===== src/hdl/sbm_pkg.sv =====
// shared types and constants for the segment phi best-match block
package sbm_pkg;

    // width of a phi difference and the marker for "no match"
    localparam int DIFF_BITS = 8;
    localparam logic [DIFF_BITS-1:0] NO_MATCH = 8'hff;

    // reset value of the match window register
    localparam logic [DIFF_BITS-1:0] MAX_DIFF_RESET = 8'd240;

    // pattern phi is coarse: low bits below it are zero
    localparam int PAT_PHI_SHIFT = 5;
    localparam int PAT_PHI_BITS = 8;

    // record slot code: history in the upper bits, chamber in the lower
    localparam int SLOT_BITS = 4;
    localparam int QUALITY_BITS = 6;
    localparam int PATTERN_BITS = 4;
    localparam int LANES = 2;

    // control from the record stage to the merge stage
    typedef struct packed {
        logic fire;
        logic last;
    } sbm_ctl_t;

    // selection kept by the merge stage
    typedef struct packed {
        logic [DIFF_BITS-1:0] diff;
        logic [1:0]           history;
        logic [1:0]           chamber;
        logic                 segment;
        logic                 seg_valid;
    } sbm_sel_t;

endpackage


===== src/hdl/sbm_rec_if.sv =====
// chamber record channel: valid, ready and one record
interface sbm_rec_if #(
    parameter int PHI_BITS   = 13,
    parameter int THETA_BITS = 7
);
    logic                                valid;
    logic                                ready;
    logic [sbm_pkg::SLOT_BITS-1:0]       slot;
    logic [PHI_BITS-1:0]                 seg_phi_0;
    logic [PHI_BITS-1:0]                 seg_phi_1;
    logic [sbm_pkg::LANES-1:0]           seg_valid;
    logic [THETA_BITS-1:0]               seg_theta_0;
    logic [THETA_BITS-1:0]               seg_theta_1;
    logic [sbm_pkg::PATTERN_BITS-1:0]    seg_pattern_0;
    logic [sbm_pkg::PATTERN_BITS-1:0]    seg_pattern_1;
    logic [sbm_pkg::PAT_PHI_BITS-1:0]    pattern_phi;
    logic [sbm_pkg::QUALITY_BITS-1:0]    pattern_quality;
    logic                                last;

    modport source (
        output valid, slot, seg_phi_0, seg_phi_1, seg_valid, seg_theta_0, seg_theta_1,
               seg_pattern_0, seg_pattern_1, pattern_phi, pattern_quality, last,
        input  ready
    );

    modport sink (
        input  valid, slot, seg_phi_0, seg_phi_1, seg_valid, seg_theta_0, seg_theta_1,
               seg_pattern_0, seg_pattern_1, pattern_phi, pattern_quality, last,
        output ready
    );
endinterface


===== src/hdl/sbm_res_if.sv =====
// match result channel: valid, ready and one chosen segment
interface sbm_res_if #(
    parameter int PHI_BITS   = 13,
    parameter int THETA_BITS = 7
);
    logic                             valid;
    logic                             ready;
    logic                             match_valid;
    logic [1:0]                       history_id;
    logic [1:0]                       chamber_id;
    logic                             segment_id;
    logic [PHI_BITS-1:0]              match_phi;
    logic [THETA_BITS-1:0]            match_theta_0;
    logic [THETA_BITS-1:0]            match_theta_1;
    logic [sbm_pkg::PATTERN_BITS-1:0] match_pattern;

    modport source (
        output valid, match_valid, history_id, chamber_id, segment_id, match_phi,
               match_theta_0, match_theta_1, match_pattern,
        input  ready
    );

    modport sink (
        input  valid, match_valid, history_id, chamber_id, segment_id, match_phi,
               match_theta_0, match_theta_1, match_pattern,
        output ready
    );
endinterface


===== src/hdl/sbm_lane.sv =====
// one segment lane: gated absolute phi difference against the pattern
module sbm_lane #(
    parameter int PHI_BITS = 13
) (
    input  logic [sbm_pkg::DIFF_BITS-1:0] max_phi_diff,
    input  logic [PHI_BITS-1:0]           pattern_phi,
    input  logic [PHI_BITS-1:0]           seg_phi,
    input  logic                          seg_ok,
    input  logic                          pattern_ok,
    output logic [sbm_pkg::DIFF_BITS-1:0] diff
);
    logic [PHI_BITS-1:0] abs_diff;
    logic                too_far;

    // absolute difference
    always_comb
    begin
        if (pattern_phi > seg_phi)
        begin
            abs_diff = pattern_phi - seg_phi;
        end
        else
        begin
            abs_diff = seg_phi - pattern_phi;
        end
    end

    // window check
    assign too_far = abs_diff > PHI_BITS'(max_phi_diff);

    // marker for invalid or out-of-window segments
    always_comb
    begin
        if (!seg_ok || !pattern_ok || too_far)
        begin
            diff = sbm_pkg::NO_MATCH;
        end
        else
        begin
            diff = abs_diff[sbm_pkg::DIFF_BITS-1:0];
        end
    end
endmodule


===== src/hdl/sbm_merge.sv =====
// merge stage: picks the better lane and keeps the running best of the event
module sbm_merge #(
    parameter int PHI_BITS   = 13,
    parameter int THETA_BITS = 7
) (
    input  logic                             clk,
    input  logic                             rst_n,
    input  sbm_pkg::sbm_ctl_t                ctl,
    input  logic [sbm_pkg::DIFF_BITS-1:0]    diff_0,
    input  logic [sbm_pkg::DIFF_BITS-1:0]    diff_1,
    input  logic [sbm_pkg::LANES-1:0]        seg_valid,
    input  logic [sbm_pkg::SLOT_BITS-1:0]    slot,
    input  logic [PHI_BITS-1:0]              seg_phi_0,
    input  logic [PHI_BITS-1:0]              seg_phi_1,
    input  logic [THETA_BITS-1:0]            seg_theta_0,
    input  logic [THETA_BITS-1:0]            seg_theta_1,
    input  logic [sbm_pkg::PATTERN_BITS-1:0] seg_pattern_0,
    input  logic [sbm_pkg::PATTERN_BITS-1:0] seg_pattern_1,
    output sbm_pkg::sbm_sel_t                sel,
    output logic [PHI_BITS-1:0]              best_phi,
    output logic [THETA_BITS-1:0]            best_theta_0,
    output logic [THETA_BITS-1:0]            best_theta_1,
    output logic [sbm_pkg::PATTERN_BITS-1:0] best_pattern
);
    logic                             start_reg;
    sbm_pkg::sbm_sel_t                sel_reg;
    sbm_pkg::sbm_sel_t                sel_next;
    logic [PHI_BITS-1:0]              phi_reg;
    logic [PHI_BITS-1:0]              phi_next;
    logic [THETA_BITS-1:0]            theta_0_reg;
    logic [THETA_BITS-1:0]            theta_0_next;
    logic [THETA_BITS-1:0]            theta_1_reg;
    logic [THETA_BITS-1:0]            theta_1_next;
    logic [sbm_pkg::PATTERN_BITS-1:0] pattern_reg;
    logic [sbm_pkg::PATTERN_BITS-1:0] pattern_next;
    logic                             take_1;
    logic [sbm_pkg::DIFF_BITS-1:0]    rec_diff;
    logic                             replace;

    // lane pick: second lane only on a strictly smaller difference
    assign take_1   = diff_1 < diff_0;
    assign rec_diff = take_1 ? diff_1 : diff_0;
    assign replace  = start_reg || (rec_diff < sel_reg.diff);

    // best including this request
    always_comb
    begin
        if (replace)
        begin
            sel_next.diff      = rec_diff;
            sel_next.history   = slot[sbm_pkg::SLOT_BITS-1:2];
            sel_next.chamber   = slot[1:0];
            sel_next.segment   = take_1;
            sel_next.seg_valid = take_1 ? seg_valid[1] : seg_valid[0];
            phi_next           = take_1 ? seg_phi_1 : seg_phi_0;
            pattern_next       = take_1 ? seg_pattern_1 : seg_pattern_0;
            theta_0_next       = seg_theta_0;
            theta_1_next       = seg_theta_1;
        end
        else
        begin
            sel_next     = sel_reg;
            phi_next     = phi_reg;
            pattern_next = pattern_reg;
            theta_0_next = theta_0_reg;
            theta_1_next = theta_1_reg;
        end
    end

    assign sel          = sel_next;
    assign best_phi     = phi_next;
    assign best_theta_0 = theta_0_next;
    assign best_theta_1 = theta_1_next;
    assign best_pattern = pattern_next;

    // event start flag and best selection
    always_ff @(posedge clk or negedge rst_n)
    begin
        if (!rst_n)
        begin
            start_reg         <= 1'b1;
            sel_reg.diff      <= sbm_pkg::NO_MATCH;
            sel_reg.history   <= '0;
            sel_reg.chamber   <= '0;
            sel_reg.segment   <= 1'b0;
            sel_reg.seg_valid <= 1'b0;
        end
        else if (ctl.fire)
        begin
            start_reg         <= ctl.last;
            sel_reg.diff      <= ctl.last ? sbm_pkg::NO_MATCH : sel_next.diff;
            sel_reg.history   <= sel_next.history;
            sel_reg.chamber   <= sel_next.chamber;
            sel_reg.segment   <= sel_next.segment;
            sel_reg.seg_valid <= sel_next.seg_valid;
        end
    end

    // best segment payload
    always_ff @(posedge clk)
    begin
        if (ctl.fire)
        begin
            phi_reg     <= phi_next;
            pattern_reg <= pattern_next;
            theta_0_reg <= theta_0_next;
            theta_1_reg <= theta_1_next;
        end
    end

`ifndef SYNTH
    // a closed event always rearms the start flag
    a_start_rearm: assert property (@(posedge clk) disable iff (!rst_n)
        ctl.fire && ctl.last |=> start_reg)
        else $error("start flag not set after last request");

    // the running minimum never grows within an event
    a_min_monotonic: assert property (@(posedge clk) disable iff (!rst_n)
        ctl.fire && !start_reg |-> sel_next.diff <= sel_reg.diff)
        else $error("running minimum increased");

    // a new event starts from the marker difference
    a_start_marker: assert property (@(posedge clk) disable iff (!rst_n)
        start_reg |-> sel_reg.diff == sbm_pkg::NO_MATCH)
        else $error("event start without marker difference");
`endif
endmodule


===== src/hdl/segment_phi_best_match.sv =====
// top level: two segment lanes, a record stage, the merge stage and a result register
// a last record passes the record stage register, then the merge stage, into the result register
// throughput: one record per cycle when not stalled, both segments side by side
// the only loop is the best-difference compare in the merge stage
// reset: asynchronous, active low; clears the stage valids, arms event start, window 240
// the next record is taken while a result waits, unless a last record would overwrite it
module segment_phi_best_match #(
    parameter int PHI_BITS   = 13,
    parameter int THETA_BITS = 7
) (
    input  logic                          clk,
    input  logic                          rst_n,
    input  logic                          cfg_wr_en,
    input  logic [sbm_pkg::DIFF_BITS-1:0] cfg_wr_data,
    sbm_rec_if.sink                       rec,
    sbm_res_if.source                     res
);
    localparam int PHI_WIDE = PHI_BITS + sbm_pkg::PAT_PHI_BITS + sbm_pkg::PAT_PHI_SHIFT;

    logic [sbm_pkg::DIFF_BITS-1:0]    max_diff_reg;
    logic [PHI_WIDE-1:0]              pat_phi_wide;
    logic [PHI_BITS-1:0]              pat_phi;
    logic                             pat_ok;
    logic [sbm_pkg::DIFF_BITS-1:0]    lane_diff_0;
    logic [sbm_pkg::DIFF_BITS-1:0]    lane_diff_1;
    logic                             rec_fire;
    logic                             merge_fire;
    logic                             res_free;
    sbm_pkg::sbm_ctl_t                merge_ctl;
    sbm_pkg::sbm_sel_t                best_sel;
    logic [PHI_BITS-1:0]              best_phi;
    logic [THETA_BITS-1:0]            best_theta_0;
    logic [THETA_BITS-1:0]            best_theta_1;
    logic [sbm_pkg::PATTERN_BITS-1:0] best_pattern;

    // record stage
    logic                             s1_valid_reg;
    logic                             s1_last_reg;
    logic                             s1_pat_ok_reg;
    logic [sbm_pkg::DIFF_BITS-1:0]    s1_diff_0_reg;
    logic [sbm_pkg::DIFF_BITS-1:0]    s1_diff_1_reg;
    logic [sbm_pkg::LANES-1:0]        s1_seg_valid_reg;
    logic [sbm_pkg::SLOT_BITS-1:0]    s1_slot_reg;
    logic [PHI_BITS-1:0]              s1_phi_0_reg;
    logic [PHI_BITS-1:0]              s1_phi_1_reg;
    logic [THETA_BITS-1:0]            s1_theta_0_reg;
    logic [THETA_BITS-1:0]            s1_theta_1_reg;
    logic [sbm_pkg::PATTERN_BITS-1:0] s1_pattern_0_reg;
    logic [sbm_pkg::PATTERN_BITS-1:0] s1_pattern_1_reg;

    // result register
    logic                             res_valid_reg;
    logic                             res_match_valid_reg;
    logic [1:0]                       res_history_reg;
    logic [1:0]                       res_chamber_reg;
    logic                             res_segment_reg;
    logic [PHI_BITS-1:0]              res_phi_reg;
    logic [THETA_BITS-1:0]            res_theta_0_reg;
    logic [THETA_BITS-1:0]            res_theta_1_reg;
    logic [sbm_pkg::PATTERN_BITS-1:0] res_pattern_reg;

    // match window register
    always_ff @(posedge clk or negedge rst_n)
    begin
        if (!rst_n)
        begin
            max_diff_reg <= sbm_pkg::MAX_DIFF_RESET;
        end
        else if (cfg_wr_en)
        begin
            max_diff_reg <= cfg_wr_data;
        end
    end

    // widened pattern phi and quality gate
    assign pat_phi_wide = PHI_WIDE'({rec.pattern_phi, {sbm_pkg::PAT_PHI_SHIFT{1'b0}}});
    assign pat_phi      = pat_phi_wide[PHI_BITS-1:0];
    assign pat_ok       = rec.pattern_quality != '0;

    // segment lanes
    sbm_lane #(.PHI_BITS(PHI_BITS)) u_lane_0 (
        .max_phi_diff (max_diff_reg),
        .pattern_phi  (pat_phi),
        .seg_phi      (rec.seg_phi_0),
        .seg_ok       (rec.seg_valid[0]),
        .pattern_ok   (pat_ok),
        .diff         (lane_diff_0)
    );

    sbm_lane #(.PHI_BITS(PHI_BITS)) u_lane_1 (
        .max_phi_diff (max_diff_reg),
        .pattern_phi  (pat_phi),
        .seg_phi      (rec.seg_phi_1),
        .seg_ok       (rec.seg_valid[1]),
        .pattern_ok   (pat_ok),
        .diff         (lane_diff_1)
    );

    // flow control
    assign res_free   = !res_valid_reg || res.ready;
    assign merge_fire = s1_valid_reg && (!s1_last_reg || res_free);
    assign rec.ready  = !s1_valid_reg || merge_fire;
    assign rec_fire   = rec.valid && rec.ready;

    // record stage valid
    always_ff @(posedge clk or negedge rst_n)
    begin
        if (!rst_n)
        begin
            s1_valid_reg <= 1'b0;
        end
        else if (rec.ready)
        begin
            s1_valid_reg <= rec.valid;
        end
    end

    // record stage payload
    always_ff @(posedge clk)
    begin
        if (rec_fire)
        begin
            s1_last_reg      <= rec.last;
            s1_pat_ok_reg    <= pat_ok;
            s1_diff_0_reg    <= lane_diff_0;
            s1_diff_1_reg    <= lane_diff_1;
            s1_seg_valid_reg <= rec.seg_valid;
            s1_slot_reg      <= rec.slot;
            s1_phi_0_reg     <= rec.seg_phi_0;
            s1_phi_1_reg     <= rec.seg_phi_1;
            s1_theta_0_reg   <= rec.seg_theta_0;
            s1_theta_1_reg   <= rec.seg_theta_1;
            s1_pattern_0_reg <= rec.seg_pattern_0;
            s1_pattern_1_reg <= rec.seg_pattern_1;
        end
    end

    // merge of lanes and running best
    assign merge_ctl.fire = merge_fire;
    assign merge_ctl.last = s1_last_reg;

    sbm_merge #(
        .PHI_BITS   (PHI_BITS),
        .THETA_BITS (THETA_BITS)
    ) u_merge (
        .clk           (clk),
        .rst_n         (rst_n),
        .ctl           (merge_ctl),
        .diff_0        (s1_diff_0_reg),
        .diff_1        (s1_diff_1_reg),
        .seg_valid     (s1_seg_valid_reg),
        .slot          (s1_slot_reg),
        .seg_phi_0     (s1_phi_0_reg),
        .seg_phi_1     (s1_phi_1_reg),
        .seg_theta_0   (s1_theta_0_reg),
        .seg_theta_1   (s1_theta_1_reg),
        .seg_pattern_0 (s1_pattern_0_reg),
        .seg_pattern_1 (s1_pattern_1_reg),
        .sel           (best_sel),
        .best_phi      (best_phi),
        .best_theta_0  (best_theta_0),
        .best_theta_1  (best_theta_1),
        .best_pattern  (best_pattern)
    );

    // result valid
    always_ff @(posedge clk or negedge rst_n)
    begin
        if (!rst_n)
        begin
            res_valid_reg <= 1'b0;
        end
        else if (merge_fire && s1_last_reg)
        begin
            res_valid_reg <= 1'b1;
        end
        else if (res.ready)
        begin
            res_valid_reg <= 1'b0;
        end
    end

    // result payload, match cleared on zero quality, marker difference or invalid chosen segment
    always_ff @(posedge clk)
    begin
        if (merge_fire && s1_last_reg)
        begin
            res_match_valid_reg <= s1_pat_ok_reg && (best_sel.diff != sbm_pkg::NO_MATCH)
                                   && best_sel.seg_valid;
            res_history_reg     <= best_sel.history;
            res_chamber_reg     <= best_sel.chamber;
            res_segment_reg     <= best_sel.segment;
            res_phi_reg         <= best_phi;
            res_theta_0_reg     <= best_theta_0;
            res_theta_1_reg     <= best_theta_1;
            res_pattern_reg     <= best_pattern;
        end
    end

    assign res.valid         = res_valid_reg;
    assign res.match_valid   = res_match_valid_reg;
    assign res.history_id    = res_history_reg;
    assign res.chamber_id    = res_chamber_reg;
    assign res.segment_id    = res_segment_reg;
    assign res.match_phi     = res_phi_reg;
    assign res.match_theta_0 = res_theta_0_reg;
    assign res.match_theta_1 = res_theta_1_reg;
    assign res.match_pattern = res_pattern_reg;

`ifndef SYNTH
    // an accepted request always lands in the record stage
    a_rec_lands: assert property (@(posedge clk) disable iff (!rst_n)
        rec.valid && rec.ready |=> s1_valid_reg)
        else $error("accepted request lost");

    // a last request held back by a full result register keeps its lanes
    a_stall_holds: assert property (@(posedge clk) disable iff (!rst_n)
        s1_valid_reg && s1_last_reg && res_valid_reg && !res.ready
        |=> s1_valid_reg && s1_last_reg && $stable(s1_diff_0_reg) && $stable(s1_diff_1_reg))
        else $error("stalled last request changed");

    // a reported match never carries the marker difference
    a_match_in_window: assert property (@(posedge clk) disable iff (!rst_n)
        merge_fire && s1_last_reg && best_sel.diff == sbm_pkg::NO_MATCH
        |=> !res_match_valid_reg)
        else $error("match reported with marker difference");
`endif
endmodule

===== src/flat_wrapper.sv =====
// flat-port wrapper written by rule: the top's interface ports become plain ports
module segment_phi_best_match_flat 
#(
    parameter int PHI_BITS   = 13,
    parameter int THETA_BITS = 7
)
  (clk, rst_n, cfg_wr_en, cfg_wr_data, rec_valid, rec_slot, rec_seg_phi_0, rec_seg_phi_1, rec_seg_valid, rec_seg_theta_0, rec_seg_theta_1, rec_seg_pattern_0, rec_seg_pattern_1, rec_pattern_phi, rec_pattern_quality, rec_last, rec_ready, res_valid, res_match_valid, res_history_id, res_chamber_id, res_segment_id, res_match_phi, res_match_theta_0, res_match_theta_1, res_match_pattern, res_ready);
  sbm_rec_if #(.PHI_BITS(PHI_BITS), .THETA_BITS(THETA_BITS)) rec_i ();
  sbm_res_if #(.PHI_BITS(PHI_BITS), .THETA_BITS(THETA_BITS)) res_i ();
  input  logic clk;
  input  logic rst_n;
  input  logic cfg_wr_en;
  input  logic [sbm_pkg::DIFF_BITS-1:0] cfg_wr_data;
  input wire logic [$bits(rec_i.valid)-1:0] rec_valid;
  input wire logic [$bits(rec_i.slot)-1:0] rec_slot;
  input wire logic [$bits(rec_i.seg_phi_0)-1:0] rec_seg_phi_0;
  input wire logic [$bits(rec_i.seg_phi_1)-1:0] rec_seg_phi_1;
  input wire logic [$bits(rec_i.seg_valid)-1:0] rec_seg_valid;
  input wire logic [$bits(rec_i.seg_theta_0)-1:0] rec_seg_theta_0;
  input wire logic [$bits(rec_i.seg_theta_1)-1:0] rec_seg_theta_1;
  input wire logic [$bits(rec_i.seg_pattern_0)-1:0] rec_seg_pattern_0;
  input wire logic [$bits(rec_i.seg_pattern_1)-1:0] rec_seg_pattern_1;
  input wire logic [$bits(rec_i.pattern_phi)-1:0] rec_pattern_phi;
  input wire logic [$bits(rec_i.pattern_quality)-1:0] rec_pattern_quality;
  input wire logic [$bits(rec_i.last)-1:0] rec_last;
  output wire logic [$bits(rec_i.ready)-1:0] rec_ready;
  output wire logic [$bits(res_i.valid)-1:0] res_valid;
  output wire logic [$bits(res_i.match_valid)-1:0] res_match_valid;
  output wire logic [$bits(res_i.history_id)-1:0] res_history_id;
  output wire logic [$bits(res_i.chamber_id)-1:0] res_chamber_id;
  output wire logic [$bits(res_i.segment_id)-1:0] res_segment_id;
  output wire logic [$bits(res_i.match_phi)-1:0] res_match_phi;
  output wire logic [$bits(res_i.match_theta_0)-1:0] res_match_theta_0;
  output wire logic [$bits(res_i.match_theta_1)-1:0] res_match_theta_1;
  output wire logic [$bits(res_i.match_pattern)-1:0] res_match_pattern;
  input wire logic [$bits(res_i.ready)-1:0] res_ready;
  assign rec_i.valid = rec_valid;
  assign rec_i.slot = rec_slot;
  assign rec_i.seg_phi_0 = rec_seg_phi_0;
  assign rec_i.seg_phi_1 = rec_seg_phi_1;
  assign rec_i.seg_valid = rec_seg_valid;
  assign rec_i.seg_theta_0 = rec_seg_theta_0;
  assign rec_i.seg_theta_1 = rec_seg_theta_1;
  assign rec_i.seg_pattern_0 = rec_seg_pattern_0;
  assign rec_i.seg_pattern_1 = rec_seg_pattern_1;
  assign rec_i.pattern_phi = rec_pattern_phi;
  assign rec_i.pattern_quality = rec_pattern_quality;
  assign rec_i.last = rec_last;
  assign rec_ready = rec_i.ready;
  assign res_valid = res_i.valid;
  assign res_match_valid = res_i.match_valid;
  assign res_history_id = res_i.history_id;
  assign res_chamber_id = res_i.chamber_id;
  assign res_segment_id = res_i.segment_id;
  assign res_match_phi = res_i.match_phi;
  assign res_match_theta_0 = res_i.match_theta_0;
  assign res_match_theta_1 = res_i.match_theta_1;
  assign res_match_pattern = res_i.match_pattern;
  assign res_i.ready = res_ready;
  segment_phi_best_match #(.PHI_BITS(PHI_BITS), .THETA_BITS(THETA_BITS)) u_core (.clk(clk), .rst_n(rst_n), .cfg_wr_en(cfg_wr_en), .cfg_wr_data(cfg_wr_data), .rec(rec_i), .res(res_i));
endmodule

===== config.mk =====
export PLATFORM = sky130hd
export DESIGN_NAME = segment_phi_best_match_flat
export DESIGN_NICKNAME = d
export VERILOG_FILES = /design/src/hdl/sbm_pkg.sv /design/src/hdl/sbm_rec_if.sv /design/src/hdl/sbm_res_if.sv /design/src/hdl/sbm_lane.sv /design/src/hdl/sbm_merge.sv /design/src/hdl/segment_phi_best_match.sv /design/src/flat_wrapper.sv
export SDC_FILE = /design/constraint.sdc
export NUM_CORES = 1
export LEC_CHECK = 0
export BUFFER_PORTS_ARGS = -buffer_cell sky130_fd_sc_hd__buf_2
export CELL_PAD_IN_SITES_DETAIL_PLACEMENT = 1
export CELL_PAD_IN_SITES_GLOBAL_PLACEMENT = 1
export CORE_AREA = 2 2 159 161
export CTS_BUF_LIST = sky130_fd_sc_hd__clkbuf_16
export DETAILED_ROUTE_END_ITERATION = 8
export DIE_AREA = 0 0 161 163
export HOLD_SLACK_MARGIN = 0.1
export PLACE_DENSITY = 0.76
export SLEW_MARGIN = 20
export SYNTH_ARGS = -nofsm -noshare
export SYNTH_HDL_FRONTEND = slang
export SYNTH_HIERARCHICAL = 1
export SYNTH_SLANG_ARGS = --single-unit

===== constraint.sdc =====
create_clock -name clk -period 8.6 [get_ports clk]
set_input_delay 0.43 -clock clk [delete_from_list [all_inputs] [get_ports clk]]
set_output_delay 0.43 -clock clk [all_outputs]
set_load 0.01 [all_outputs]

After elaboration in Yosys (flattened, before gate mapping):

Cells that the tools add are included.
Widths: inputs -> output; s select.

* word-level logic and storage cells: 79
* output and inout bits: 39
* bits in registers: 165

* magnitude comparators: 6
* reduce and logical (&&, ||, !) cells: 21
* muxes and demuxes: 14
* add/subtract/negate cells: 4
* eq/ne operators: 1

Operator list (number)
* $mux 13: 4
* $sub 13x13->13: 4
* $gt 13x13->1: 2
* $gt 13x8->1: 2
* $lt 8x8->1: 2
* $mux 8: 2
* $mux 14: 1
* $mux 7: 2
* $logic_or 1x1->1: 8
* $mux 4: 2
* $ne 8x8->1 const B: 1
* $logic_not 1->1: 6
* $reduce_bool 6->1: 1
* $logic_and 1x1->1: 5
* $mux 1: 3
* $reduce_bool 2->1: 1

Depth between registers and ports, before layout:

Gate-level depths: netlist of the first run.

* word-level depth: 8
* depth in mapped cells: 19
* depth with buffers taken out: 18

Modules after synthesis:

The synthesis of the first run kept the hierarchy.

Modules (own cells, without submodules)
* segment_phi_best_match: cells each 143, seq. area each 3528.4 um^2, times used 1, area an instance 3756.1 um^2
* sbm_merge: cells each 231, seq. area each 1317.5 um^2, times used 1, area an instance 2695.1 um^2
* sbm_lane (u_core.u_lane_0): cells each 242, seq. area each 0.0 um^2, times used 1, area an instance 1690.4 um^2
* sbm_lane (u_core.u_lane_1): cells each 225, seq. area each 0.0 um^2, times used 1, area an instance 1581.5 um^2

Worst setup path after synthesis of the first run:

OpenSTA, ideal clock, no wires.

* path type: register to register
* start point: reg u_core.res_valid_reg (netlist: u_core/res.valid)
* end point: reg u_core/u_merge/sel_reg[10] (netlist name)
* clock period less this slack: 4.253 ns
* required time: 8.516 ns
* arrival time: 4.169 ns
* library setup time: 0.084 ns
* setup slack: 4.347 ns
* cell stages (with the launch flop): 5
* cells stage by stage: dfrtp_1 -> nor2b_1 -> a21boi_0 -> nand2_1 -> o32a_1

* word-level cells in the longest chain between the ends: 4

RTL lines
* start: declaration: line segment_phi_best_match.sv:52 `logic res_valid_reg;`
* start signal: assignment: line segment_phi_best_match.sv:171 `res_valid_reg <= 1'b0;`
* start signal: assignment: line segment_phi_best_match.sv:175 `res_valid_reg <= 1'b1;`
* start signal: assignment: line segment_phi_best_match.sv:179 `res_valid_reg <= 1'b0;`
* $logic_not 1->1: line segment_phi_best_match.sv:100 `assign res_free = !res_valid_reg || res.ready;`
* $logic_or 1x1->1: line segment_phi_best_match.sv:100
* $logic_or 1x1->1: line segment_phi_best_match.sv:101 `assign merge_fire = s1_valid_reg && (!s1_last_reg || res_free);`
* $logic_and 1x1->1: line segment_phi_best_match.sv:101
* via u_core.merge_fire: line segment_phi_best_match.sv:27 `logic merge_fire;`
* end: declaration: line sbm_merge.sv:26 `sbm_pkg::sbm_sel_t sel_reg;`

The timed path passes the listed nets, and every way through them passes these cells.
A chain may end at the register's enable or synchronous reset.

==> flow_summary.toml, run 1 <==
[critical_path]
worstPathArrival_ns = 5.51
critPathLaunchType = "register"
r2r-start = "u_core/s1_diff_0_reg[5]"
reg2reg_depth = 17
path_class = "register to register"
cp.required_ns = 8.78
reg2reg_slack_ns = 3.27
r2r_end = "u_core/res.match_valid"
crit_fanout = 61
crit_path_end_kind = "register"

[power]
power.total_w = 0.00231
peakVddDrop_mv = 0.154
power_density_nw_per_um2 = 203
p_leak_nw = 4.76

[logic_synthesis]
syn_area_per_cell_um2 = 11.6
synth_cell_types = 73
ys_ff_latch = 165
synth_ff_type = "edfxtp_1"
ys_warn_count = 6
synth_common_cells = "edfxtp_1, inv_1, ha_1"
synth_enable_flop_cells = 140
ys_top_cells_by_area = "edfxtp_1, ha_1, inv_1"
syn_area_um2 = 9720
synth_top_area_cell = "edfxtp_1"
synth-async-reset-ratio = 0.152
synth_top_cell_area_share = 0.432
netlist_instances = 841
yosysSeqAreaShare = 0.498
yosysMostFrequentCell = "edfxtp_1"

[layout]
area_growth_pct = 16.7
largest_reg_flops = 14
post-route-util = 0.460
fin_cells = 1320
antennaDiodeCount = 0
drive_gt1_frac = 0.231
nNetsFinal = 1143

[timing]
setup_tns_ns = 0
fin_crit_ns = 5.33
final_max_slew_viol_count = 0
setup_viol = 0
max_slew_margin = 0.295
worstMarginPinSlew_ns = 1.06
rsz0062_at_grt = "false"
fin_crit_sh = 0.620
clock_skew_ns = 0.0106
finalHoldViolCount = 0
clock.fmax_ghz = 0.187

[floorplanning]
dieArea_um2 = 26200
initial_core_util = 0.394
rows = 58
die_w_um = 161
fp.coreArea_um2 = 24700
die_h_um = 163
io_pins = 121

[cts]
htree_levels = 4
clockBufferDepth = 2
cts_tree = "yes"
cts_buffers = 17
clk_latency_ns = 0.43
cts-root-buf = "clkbuf_16"
cts.clk_slew.worst_paths_ns = 0.06
numClockSinks = 165

[route]
via_per_inst = 5.25
via_count = 6932
detail-route-antenna-nets = 0
first_pass_iters = 5
drt_iter0_markers = 392
wl_per_cell_um = 19.0
drc_errors = 0
postRouteWirelength_um = 25000

[global_routing]
grt.overflow.total = 0
grt_pass1_wl_um = 39300
antenna_found_initial = 1
grt_max_degree = 73
grt_pass1_vias = 7372
track_usage = 0.193

[min_path]
hold_depth = 1
worst_hold_startpoint = "rec_seg_theta_0[6]"
hold_path_end = "u_core/s1_theta_0_reg[6]"
min_path_type = "input pin to register"

[run]
maxCapViolations = 0

[place]
gp_congestion = 0.875
place_hpwl_um = 18600
placedCellCount = 1286
portBuffers = 120

[run_status]
status = "complete, no violations"
-- power breakdown --
part | total, W | internal, W | switching [W]
clock network | 0.000765 | 0.000453 | 0.000312
logic | 0.000529 | 0.000211 | 0.000318
registers | 0.00101 | 0.000980 | 0.0000322
-- how the worst max path moves through the flow --
stage,startpoint,to,slack (ns),cells after the start
after global routing,u_core/s1_diff_0_reg[5],u_core/res.match_valid,2.82,17
after global placement,u_core/s1_diff_0_reg[5],u_core/res.match_valid,3.45,17
final,u_core/s1_diff_0_reg[5],u_core/res.match_valid,3.27,17
after CTS,u_core/s1_diff_0_reg[5],u_core/res.match_valid,3.22,17
after floorplan,u_core/res.valid,u_core/u_merge/sel_reg[10],4.35,4
after detailed placement,u_core/s1_diff_0_reg[5],u_core/res.match_valid,3.35,17
-- routing by layer --
| layer | track usage | routed length, um | vias to the layer above |
|---|---|---|---|
| met3 | 0.0311 | 942 | 34 |
| met4 | 0.0666 | 552 | 2 |
| met5 | 0 | 13 | - |
| met2 | 0.345 | 12500 | 158 |
| met1 | 0.236 | 11000 | 3412 |
| li1 | - | - | 3326 |
-- through the flow --
step	setup WS [ns]	hold slack, ns	area (um2)
floorplan	4.35	0.134	9790
global placement	3.45	0.465	10700
detailed placement	3.35	0.476	10700
CTS	3.22	0.159	11300
global route	2.82	0.167	11300
finish	3.27	0.180	11300
-- critical path, stage by stage, from the launching register on --
cell	delay [ns]
edfxtp_1	0.42
inv_1	0.07
ha_1	0.32
a21oi_1	0.12
o21ai_0	0.20
a21oi_4	0.28
buf_4	0.41
mux2_2	0.42
ha_1	0.30
nand2_1	0.08
o2111ai_1	0.30
nor2_1	0.12
a211oi_4	0.75
buf_4	0.64
nor2_1	0.13
a21oi_1	0.17
nand4_1	0.10
o211a_1	0.24
-- kinds of logic after synthesis --
family,share of synthesized area
muxes,0.0842
xor gates and xnor gates,0.0135
buffers and inverters,0.0543
DFF,0.498
and+or+nand+nor,0.0946
AOI/OAI and AO/OA,0.143
adders and majority gates,0.111
other,0.000386
-- repair_timing --
action / CTS / global route
resized for setup: 0 / 0
hold buffers: 1 / 0
setup buffers: 0 / 0
endpoints found under the hold margin: 12 / 0
setup endpoints to repair: 0 / 0
-- layout by cell type (no fill, tap or decap), types with 5 or more instances in the layout --
cell type and instances:
o211ai_1 8, mux2_4 8, o21ai_0 50, xnor2_1 9
nand3b_1 9, mux2_2 32, nand2_1 48, nor3_1 11
a21boi_0 6, inv_1 101, buf_2 120, clkbuf_16 17
o2111ai_1 5, nand3_1 8, conb_1 20, dfstp_2 13
nand2b_1 18, edfxtp_1 140, a211oi_1 8, xor2_1 6
a21oi_1 49, ha_1 80, a21o_1 14, nor2b_1 9
dfrtp_1 12, o32a_1 7, nand4_1 11, mux2_1 6
mux2i_1 27, nor2_1 37
-- final cells by class --
class / instances / area, um2
Fill cell: 2679 / 13300
Tap cell: 330 / 413
Multi-Input combinational cell: 569 / 4460
Timing Repair Buffer: 126 / 668
Clock inverter: 15 / 165
Clock buffer: 17 / 425
Inverter: 98 / 368
Sequential cell: 165 / 4850
Note: power is estimated with default switching activity, not from simulation.
==> run 2: changes to the inputs <==
- ABC_AREA: not set -> 1
- CORE_AREA: 2 2 159 161 -> 2 2 167 169
- DIE_AREA: 0 0 161 163 -> 0 0 169 171
- PLACE_DENSITY: 0.76 -> 0.79
- clock period: 8.6 -> 5.4 ns (I/O delays scaled with it)
==> flow_summary.toml, run 2 <==
[timing]
clock.fmax_ghz = 0.248
clock_skew_ns = 0.0154
setup_viol = 0
worstMarginPinSlew_ns = 0.952
fin_ws_ns = 1.36
fin_crit_ns = 4.04
finalHoldViolCount = 0
max_slew_margin = 0.366
rsz0062_at_grt = "false"
timing.hold.ws_ns = 0.125
fin_crit_sh = 0.748
final_max_slew_viol_count = 0
setup_tns_ns = 0

[global_routing]
grt_pass1_vias = 9433
track_usage = 0.217
grt_max_degree = 73
antenna_found_initial = 0
grt_pass1_wl_um = 48900
grt.overflow.total = 0

[logic_synthesis]
yosysSeqAreaShare = 0.453
syn_area_per_cell_um2 = 8.41
netlist_instances = 1273
syn_area_um2 = 10700
ys_ff_latch = 165
synth_top_cell_area_share = 0.393
synth-async-reset-ratio = 0.152
synth_ff_type = "edfxtp_1"
synth_common_cells = "nand2_1, inv_1, edfxtp_1"
ys_top_cells_by_area = "edfxtp_1, nand2_1, ha_1"
synth_cell_types = 41
synth_top_area_cell = "edfxtp_1"
yosysMostFrequentCell = "nand2_1"
synth_enable_flop_cells = 140
ys_warn_count = 6

[cts]
htree_levels = 4
numClockSinks = 165
clk_latency_ns = 0.43
cts_tree = "yes"
cts-root-buf = "clkbuf_16"
cts_buffers = 17
clockBufferDepth = 2
cts_setup_buffers = 0
cts.clk_slew.worst_paths_ns = 0.06

[min_path]
min_path_type = "input pin to register"
hold_path_end = "u_core/s1_phi_1_reg[3]"
worst_hold_startpoint = "rec_seg_phi_1[3]"
hold_depth = 1

[layout]
final_common_cell = "nand2_1"
fill_cells = 3291
fin_cells = 1822
drive_gt1_frac = 0.165
antennaDiodeCount = 0
area_growth_pct = 19.6
most-common-layout-cells = "nand2_1, inv_1, edfxtp_1"
design_area_um2 = 12800
largest_reg_flops = 14
nNetsFinal = 1629

[floorplanning]
initial_core_util = 0.392
rows = 61
io_pins = 121
fp.coreArea_um2 = 27300
die_w_um = 169
die_h_um = 171
dieArea_um2 = 28900

[critical_path]
crit_path_end_kind = "register"
r2r_end = "u_core/res.match_valid"
worstPathArrival_ns = 4.32
crit_fanout = 46
cp.required_ns = 5.68
critPathLaunchType = "register"
path_class = "register to register"
reg2reg_slack_ns = 1.36
reg2reg_depth = 16
r2r-start = "u_core/s1_diff_1_reg[7]"

[route]
via_per_inst = 4.94
postRouteWirelength_um = 30200
first_pass_iters = 5
drc_errors = 0
detail-route-antenna-nets = 0
drt_iter0_markers = 569
via_count = 8998
wl_per_cell_um = 16.6

[place]
portBuffers = 120
placed_cell_area_um2 = 11700
gp_congestion = 0.898
placedCellCount = 1731
pre_cts_slack_ns = 1.35
place_hpwl_um = 23100

[power]
power_density_nw_per_um2 = 331
peakVddDrop_mv = 0.154
p_leak_nw = 6.39

[run]
maxCapViolations = 0

[run_status]
status = "complete, no violations"
[run 2: changes by cell type in the layout (fill, tap and decap cells not counted), sizes merged, moves of 15 or more]
cell and delta:
nand2 +342, mux2 -46, inv +155, nand2b -18
dlygate4sd3 +58, o21ai -26, mux2i -27, nand3 +103
xor2 +15, nand4 +22, or2 +17
[run 2: stage by stage]
stage	util	power (W)
after floorplan	-	0.00269
after global placement	0.427	0.00299
after detailed placement	0.427	0.00307
after CTS	0.469	0.00428
after global routing	0.469	0.00453
final	0.469	0.00424
[run 2: per-layer routing]
layer	part of all wire	wire length, um	track usage
met1	0.44	13400	0.272
met2	0.51	15300	0.393
met3	0.033	1000	0.0275
met4	0.018	537	0.0587
met5	0	0	0
[run 2: final cells by class]
type                       instances  area, um2  share of cell area
clock buffer                      17        425              0.0332
clock inverter                    15        140              0.0109
inverter                         254        953              0.0744
multi-input combinational        842       4790               0.374
sequential                       165       4850               0.378
tap                              346        433              0.0338
timing repair buffer             183       1220              0.0953
[run 2: power breakdown]
group | leakage (nW) | total, W | internal [W] | switching (W)
registers | 1.59 | 0.00173 | 0.00166 | 0.0000700
logic | 4.51 | 0.00135 | 0.000447 | 0.000902
clock network | 0.290 | 0.00116 | 0.000674 | 0.000489
total | 6.39 | 0.00424 | 0.00278 | 0.00146
[run 2: cell families after synthesis]
logic type	after synthesis	share of synthesized area
xor gates and xnor gates	25	0.0204
buffers and inverters	285	0.107
AOI/OAI and AO/OA	108	0.0603
DFF	165	0.453
other	1	0.000350
and+or+nand+nor	605	0.259
adders and majority gates	84	0.101
[run 2: what timing repair did]
action	CTS	global route
setup endpoints to repair	0	0
hold buffers	59	0
endpoints found under the hold margin	70	0
resized for setup	0	0
[run 2: how the worst max path moves through the flow]
stage                             from                     end  depth (start not counted)
2_1_floorplan  u_core/s1_diff_1_reg[7]  u_core/res.match_valid                         17
3_3_place_gp   u_core/s1_diff_1_reg[7]  u_core/res.match_valid                         16
3_5_place_dp   u_core/s1_diff_0_reg[7]  u_core/res.match_valid                         17
4_1_cts        u_core/s1_diff_1_reg[1]  u_core/res.match_valid                         19
5_1_grt        u_core/s1_diff_0_reg[3]  u_core/res.match_valid                         18
6_report       u_core/s1_diff_1_reg[7]  u_core/res.match_valid                         16
[run 2: worst max-delay path: stages (launching register included)]
cell	delay [ns]
edfxtp_1	0.41
ha_1	0.32
a21oi_1	0.16
o21a_1	0.20
nand2_4	0.20
o21ai_0	0.30
ha_1	0.30
a21oi_1	0.16
nor2_1	0.06
a211oi_1	0.31
nand2_4	0.38
nand2_4	0.53
nand2_1	0.16
and2_1	0.18
nand2_1	0.05
nor2_1	0.04
a21oi_1	0.13
==> run 3: changes to the inputs <==
- ABC_AREA: 1 -> 0
- CORE_AREA: 2 2 167 169 -> 2 2 159 161
- DIE_AREA: 0 0 169 171 -> 0 0 161 163
- PLACE_DENSITY: 0.79 -> 0.78
- clock period: 5.4 -> 3.5 ns (I/O delays scaled with it)
==> flow_summary.toml, run 3 (same netlist as run 1, synthesis figures left out) <==
[min_path]
worst_hold_startpoint = "rec_seg_phi_1[1]"
hold_depth = 2
hold_path_end = "u_core/s1_phi_1_reg[1]"
min_path_type = "input pin to register"

[run_status]
status = "complete, but fails checks"
violations = "negative setup slack"

[global_routing]
grt_util_met3 = 0.0491
grt_use_met2 = 0.474
antenna_found_initial = 1
track_usage = 0.250
grt_pass1_vias = 8940
grt_pass1_wl_um = 50300
met1_usage = 0.286
top_usage_layer = "met2"
grt_max_degree = 73
grt.overflow.total = 0

[layout]
largest_reg_flops = 14
nNetsFinal = 1365
most-common-layout-cells = "buf_4, edfxtp_1, buf_2"
design_area_um2 = 13900
area_growth_pct = 42.9
drive_gt1_frac = 0.376
post-route-util = 0.563
final_common_cell = "buf_4"

[timing]
timing.hold.ws_ns = 0.133
clock_skew_ns = 0.0101
setup_viol = 83
finalHoldViolCount = 0
fin_ws_ns = -0.539
clock.fmax_ghz = 0.248
fin_crit_sh = 1.15
fin_crit_ns = 4.04
worstMarginPinSlew_ns = 1.09
max_slew_margin = 0.271
rsz0062_at_grt = "true"
final_max_slew_viol_count = 0

[route]
via_per_inst = 5.33
postRouteWirelength_um = 33600
wl_per_cell_um = 21.8
detail-route-antenna-nets = 0
drt_iter0_markers = 496
via_count = 8231
first_pass_iters = 5
drc_errors = 0

[floorplanning]
initial_core_util = 0.394
dieArea_um2 = 26200
io_pins = 121
rows = 58
fp.coreArea_um2 = 24700
die_w_um = 161
die_h_um = 163

[cts]
clk_latency_ns = 0.43
cts_buffers = 17
clockBufferDepth = 2
cts-root-buf = "clkbuf_16"
numClockSinks = 165
cts.clk_slew.worst_paths_ns = 0.06
htree_levels = 4
cts_tree = "yes"

[critical_path]
reg2reg_slack_ns = -0.54
worstPathArrival_ns = 4.22
reg2reg_depth = 16
r2r_end = "u_core/res.match_valid"
r2r-start = "u_core/s1_diff_0_reg[1]"
critPathLaunchType = "register"
crit_path_end_kind = "register"
path_class = "register to register"
cp.required_ns = 3.68
crit_fanout = 6

[power]
power_density_nw_per_um2 = 457
power.total_w = 0.00635
peakVddDrop_mv = 0.490
p_leak_nw = 6.02

[place]
portBuffers = 120
place_hpwl_um = 21600
placed_cell_area_um2 = 11800
gp_congestion = 0.903
pre_cts_slack_ns = -0.580

[run]
maxCapViolations = 0
==> run 3: power breakdown <==
group,switching [W],internal (W),total (W)
clock,0.000815,0.000982,0.00180
sequential,0.0000967,0.00241,0.00251
combinational,0.00103,0.00101,0.00205
total,0.00194,0.00441,0.00635
==> run 3: layer usage <==
metal,part of all wire,wire length (um)
met5,0.00039,13
met4,0.025,826
met3,0.040,1360
met2,0.53,17900
met1,0.40,13500
==> run 3: stage by stage <==
| step | std cells | TNS (ns) |
|---|---|---|
| 3_5_place_dp | 1405 | -42.03 |
| 3_3_place_gp | 1405 | -28.95 |
| 4_1_cts | 1529 | -30.90 |
| 5_1_grt | 1542 | -41.60 |
| 6_report | 1543 | -33.77 |
| 2_1_floorplan | 860 | -10.68 |
==> run 3: worst max-delay path by stage <==
stage / start / slack [ns] / cells past startpoint / end
floorplan: u_core/s1_diff_0_reg[1] / -0.34 / 15 / u_core/res.match_valid
global placement: rec_seg_phi_0[1] / -0.48 / 18 / u_core/s1_diff_0_reg[1]
detailed placement: rec_pattern_phi[3] / -0.58 / 19 / u_core/s1_diff_0_reg[2]
CTS: u_core/s1_diff_0_reg[1] / -0.48 / 17 / u_core/res.match_valid
global route: u_core/s1_diff_0_reg[3] / -0.65 / 16 / u_core/res.match_valid
finish: u_core/s1_diff_0_reg[1] / -0.54 / 16 / u_core/res.match_valid
==> run 3: area by class of cell <==
type	instances	area, um2
fillers	2651	10800
repair buffers	348	2700
inverters	98	370
well taps	330	413
clock inverters	15	131
flip-flops and latches	165	4850
clock buffers	17	425
diodes	1	2.50
multi-input cells	569	5000
==> run 3: timing repair <==
item / in CTS / in global routing
hold endpoints to repair: 73 / 2
setup buffers: 26 / 11
setup endpoints to repair: 98 / 98
hold buffers: 63 / 2
gates resized for setup: 69 / 55
cloned: 3 / 1
pin swaps: 21 / 22
==> run 3: worst max-delay path, stage by stage (launching register included) <==
cell and delay [ns]:
edfxtp_1 0.44, inv_2 0.10, ha_4 0.20, a2111o_1 0.43
a21oi_4 0.20, buf_12 0.15, mux2_4 0.33, ha_4 0.24
a211oi_4 0.26, o2111ai_4 0.17, a2111oi_4 0.33, a211oi_4 0.11
buf_4 0.16, buf_8 0.13, buf_4 0.13, mux2_4 0.29
o211a_1 0.12
